[config.mk]
export PLATFORM = sky130hd
export DESIGN_NAME = cnp_sqrt
export DESIGN_NICKNAME = d
export VERILOG_FILES = /design/src/rtl/cnp_sqrt.sv
export SDC_FILE = /design/constraint.sdc
export NUM_CORES = 2
export LEC_CHECK = 0
export ABC_CLOCK_PERIOD_IN_PS = 7000
export BUFFER_PORTS_ARGS = -buffer_cell sky130_fd_sc_hd__buf_2
export CELL_PAD_IN_SITES_DETAIL_PLACEMENT = 1
export CELL_PAD_IN_SITES_GLOBAL_PLACEMENT = 1
export CORE_ASPECT_RATIO = 0.9
export CORE_UTILIZATION = 57
export DETAILED_ROUTE_END_ITERATION = 8
export GPL_ROUTABILITY_DRIVEN = 0
export HOLD_SLACK_MARGIN = 0.15
export PLACE_DENSITY = 0.89
export SYNTH_ARGS = -nofsm -noshare
export SYNTH_HDL_FRONTEND = slang
export SYNTH_MEMORY_MAX_BITS = 65536
export SYNTH_SLANG_ARGS = --single-unit
[constraint.sdc]
create_clock -name i_clk -period 7 [get_ports i_clk]
set_input_delay 1.4 -clock i_clk [delete_from_list [all_inputs] [get_ports i_clk]]
set_output_delay 1.4 -clock i_clk [all_outputs]
set_load 0.03 [all_outputs]
[src/rtl/cnp_sqrt.sv]
// pipelined floor square root, one root bit a stage
// carries a side band alongside; no dependencies
module cnp_sqrt #(
    parameter int VW = 68,
    parameter int SW = 1
) (
    input  logic              i_clk,
    input  logic              i_rst_n,
    input  logic              i_en,
    input  logic              i_valid,
    input  logic [VW-1:0]     i_val,
    input  logic [SW-1:0]     i_side,
    output logic              o_valid,
    output logic [VW/2-1:0]   o_root,
    output logic [SW-1:0]     o_side
);

    localparam int HW = VW / 2;

    logic          r_vld  [0:HW];
    logic [VW-1:0] r_val  [0:HW];
    logic [HW:0]   r_rem  [0:HW];
    logic [HW-1:0] r_root [0:HW];
    logic [SW-1:0] r_side [0:HW];
    logic [HW+2:0] w_sh   [0:HW-1];
    logic [HW+2:0] w_tr   [0:HW-1];
    logic [HW+2:0] w_df   [0:HW-1];
    logic          w_ge   [0:HW-1];

    always_comb begin
        for (int k = 0; k < HW; k++) begin
            w_sh[k] = {r_rem[k], r_val[k][VW-1:VW-2]};
            w_tr[k] = {1'b0, r_root[k], 2'b01};
            w_df[k] = w_sh[k] - w_tr[k];
            w_ge[k] = w_sh[k] >= w_tr[k];
        end
    end

    always_ff @(posedge i_clk) begin
        if (!i_rst_n) begin
            for (int k = 0; k <= HW; k++) begin
                r_vld[k] <= 1'b0;
            end
        end else if (i_en) begin
            r_vld[0] <= i_valid;
            for (int k = 0; k < HW; k++) begin
                r_vld[k+1] <= r_vld[k];
            end
        end
    end

    always_ff @(posedge i_clk) begin
        if (i_en) begin
            r_val[0]  <= i_val;
            r_rem[0]  <= '0;
            r_root[0] <= '0;
            r_side[0] <= i_side;
            for (int k = 0; k < HW; k++) begin
                r_val[k+1]  <= r_val[k] << 2;
                r_rem[k+1]  <= w_ge[k] ? w_df[k][HW:0] : w_sh[k][HW:0];
                r_root[k+1] <= {r_root[k][HW-2:0], w_ge[k]};
                r_side[k+1] <= r_side[k];
            end
        end
    end

    assign o_valid = r_vld[HW];
    assign o_root  = r_root[HW];
    assign o_side  = r_side[HW];

endmodule

==> metrics.log <==
[metrics] Worst EP required: 7.60 ns
[metrics] worst hold path type: register to register
[metrics] Routed WL: 352,800 um
[metrics] TritonCTS Buffers: 307
[metrics] first-pass GRT wire length: 548,100 um
[metrics] cell area after placement: 0.1408 mm2
[metrics] outcome: complete, no violations
[metrics] final net count: 11,482
[metrics] final cycle utilization of the critical path: 70.34%
[metrics] Yosys cell types: 91
[metrics] number of search-and-repair iterations in the first detailed-routing pass: 6
[metrics] estimated wirelength of the detail-placed design: 239,400 um
[metrics] CTS H-Tree Depth: 5
[metrics] average wire per standard cell: 24.88 um
[metrics] number of nets with antenna violations after routing: 0
[metrics] total negative slack for setup checks: 0 ns
[metrics] start-to-end type of the worst setup path: register to register
[metrics] post-synth design cell area: 0.1363 mm2
[metrics] maximum ir drop on the vdd rail: 272.7 uV
[metrics] worst-margin pin slew: 1.275 ns
[metrics] floorplan die width: 517.4 um
[metrics] register area: 0.08846 mm2
[metrics] top cell type's share of synthesized area: 64.44%
[metrics] worst slack after detailed placement: 2.427 ns
[metrics] crit path launch: r_rem[31][3]$_DFFE_PP_
[metrics] yosys warns: 0
[metrics] remaining global-route overflow: 0
[metrics] synthesized netlist net count: 11,220
[metrics] max-cap viol count: 0
[metrics] Lkg Pwr: 57.18 nW
[metrics] final number of hold-violating endpoints: 0
[metrics] number of hold-repair buffers added at the cts stage: 0
[metrics] flops & latches, synth: 2,957
[metrics] Min-Delay Startpoint: r_val[2][23]$_DFFE_PP_
[metrics] maximum number of pins on one net before global-route repair: 202
[metrics] Die Ht: 465.8 um
[metrics] number of DRC markers in iteration 0: 9,114
[metrics] vias after detailed routing: 88,608
[metrics] sequential fraction of the synthesis area: 64.92%
[metrics] Worst setup EP type: register
[metrics] floorplan die area: 0.2410 mm2
[metrics] Worst-path clk slew: 0.06 ns
[metrics] Post-Syn Instances: 10,516
[metrics] std cell rows: 169
[metrics] end of the critical path: r_rem[32][34]$_DFFE_PP_
[metrics] Most used DFF post-synth: edfxtp_1
[metrics] async set-reset flop share out of synthesis: 0%
[metrics] GRT Resource Usage Total: 29.06%
[metrics] antenna violations before repair: 12
[metrics] Pwr Density: 337.9 mW/mm2
[metrics] area leader, netlist: edfxtp_1
[metrics] normalized max-slew margin: 14.21%
[metrics] root cell of the clock tree: clkbuf_16
[metrics] Area Overhead vs Synth: 10.31%
[metrics] placeable core region: 0.2366 mm2
[metrics] leading post-synthesis cells by cell area: edfxtp_1 64%, ha_1 5.8%, xor2_1 3.1%
[metrics] pins over their slew limit: 0
[metrics] effective utilization at floorplan: 57.59%
[metrics] Worst Skew: 0.07544 ns
[metrics] arrival time worst endpoint: 5.52 ns
[metrics] I/O pin count: 109
[metrics] area of all placed cells without fillers: 0.1503 mm2
[metrics] clock tree from TritonCTS: done
[metrics] highest clock rate: 203.1 MHz
[metrics] drc violations: 0
[metrics] setup repair after global routing missed its margin: no
[metrics] per-instance average area after synthesis: 12.96 um2
[metrics] largest fanout on the critical path: 55
[metrics] Reg-to-Reg End: r_rem[32][34]$_DFFE_PP_
[metrics] deepest clock path buffer count: 4
[metrics] vias per cell: 6.250
[metrics] Reg-to-Reg Start: r_rem[31][3]$_DFFE_PP_
[metrics] Final setup violation count: 0
[metrics] quantity of I/O buffers inserted on ports: 108
[metrics] insertion delay of the later-clocked pin in the worst-skew pair: 0.89 ns
[metrics] register-to-register setup slack: 2.08 ns
[metrics] post-CTS repair timing setup buffer count: 0
[metrics] path depth of the worst reg2reg path: 12
[metrics] count of instances resized after the clock tree is built: 0
[metrics] Post-synth EDFFs: 2,924
[metrics] fraction of layout cells with a size suffix above 1: 6.669%
[metrics] min Tclk post-route: 4.924 ns
[metrics] footprint of the multi-input gates: 0.04397 mm2
[metrics] number of filler instances in the final layout: 22,666
[metrics] number of global-route vias before repair: 94,141
[metrics] Setup WS post-layout: 2.076 ns
[metrics] # clock sinks: 2,957
[metrics] kind of start point of the critical path: register
per-stage QoR:
stage	hold slack, ns	utilization (%)	total power, W	cells
after floorplan	0.4003	-	0.03082	10516
after global placement	0.4004	59.50	0.03357	13632
after detailed placement	0.4051	59.50	0.03462	13632
after CTS	0.4060	63.52	0.05078	14169
after global routing	0.4180	63.52	0.05259	14172
final	0.4052	63.53	0.05079	14178
cell usage in the layout, fill, tap and decap left out, types with 267 or more instances in the layout:
cell and instances:
inv_1 813, ha_1 631, xnor2_1 423, edfxtp_1 2924, a21o_1 267, nand2_1 748, o21ai_0 596, xor2_1 489
a21oi_1 611, nor2_1 582, clkbuf_16 309
registers in the layout, indices dropped and copies added, names as in the netlist:
name    flops
r_rem    1102
r_vld      35
r_val    1190
r_root    595
r_side     35
worst min-delay path by stage:
stage	slack (ns)	cells after the start	endpoint
after global placement	0.40	0	r_val[1][29]$_DFFE_PP_
final	0.41	0	r_val[3][25]$_DFFE_PP_
after floorplan	0.40	0	r_side[10]$_DFFE_PP_
after global routing	0.42	0	r_val[5][26]$_DFFE_PP_
after detailed placement	0.41	0	r_val[5][17]$_DFFE_PP_
after CTS	0.41	0	r_val[3][25]$_DFFE_PP_
report_power, final:
group	internal, W	switching [W]	total (W)
combinational	0.00413	0.00685	0.0110
sequential	0.0223	0.00162	0.0239
clock	0.00899	0.00690	0.0159
layout make-up:
class	count	share of cell area, %
flip-flops and latches	2957	58.85
multi-input cells	6511	29.25
clock buffers	372	5.302
well taps	3163	2.633
inverters	818	2.043
clock inverters	165	1.023
repair buffers	183	0.8773
diodes	9	0.01498
worst max-delay path, cell delays in order (launching register included):
cell       delay (ns)
edfxtp_1         0.43
ha_1             0.42
o21ai_0          0.13
a21oi_1          0.30
nand3_1          0.19
o31ai_1          0.83
a21boi_0         0.50
o31a_1           0.49
o211a_1          0.37
buf_4            0.34
inv_1            0.32
o2111ai_1        0.19
xnor2_1          0.15
logic make-up after synthesis:
group | synth area share [%]
muxes | 0.7676
buffers and inverters | 2.898
xor gates and xnor gates | 5.862
AOI/OAI and AO/OA | 9.746
adders and majority gates | 5.794
DFF | 64.92
other | 0.002752
and+or+nand+nor | 10.01
synthesized netlist by cell type, types with 53 or more instances:
cell and n:
nand3_1 163, nand4_1 109, o21a_1 122, nor3_1 251, nor2b_1 116, o21ai_0 596, o21bai_1 53, a31oi_1 62
xor2_1 489, nor2_1 583, o31ai_1 87, xnor2_1 423, nand2b_1 123, ha_1 631, or4_1 67, and3_1 74
inv_1 813, nand2_1 748, a21oi_1 612, or3_1 110, nor4_1 166, edfxtp_1 2924, a21o_1 267, clkbuf_1 199
layer usage:
| metal | vias up | track usage, % | routed length [um] |
|---|---|---|---|
| met5 | - | 0 | 27 |
| li1 | 39521 | - | - |
| met1 | 44834 | 37.53 | 141100 |
| met3 | 891 | 3.964 | 22150 |
| met4 | 4 | 10.70 | 13100 |
| met2 | 3358 | 50.01 | 176400 |
Power figures use the tool's default switching activity.
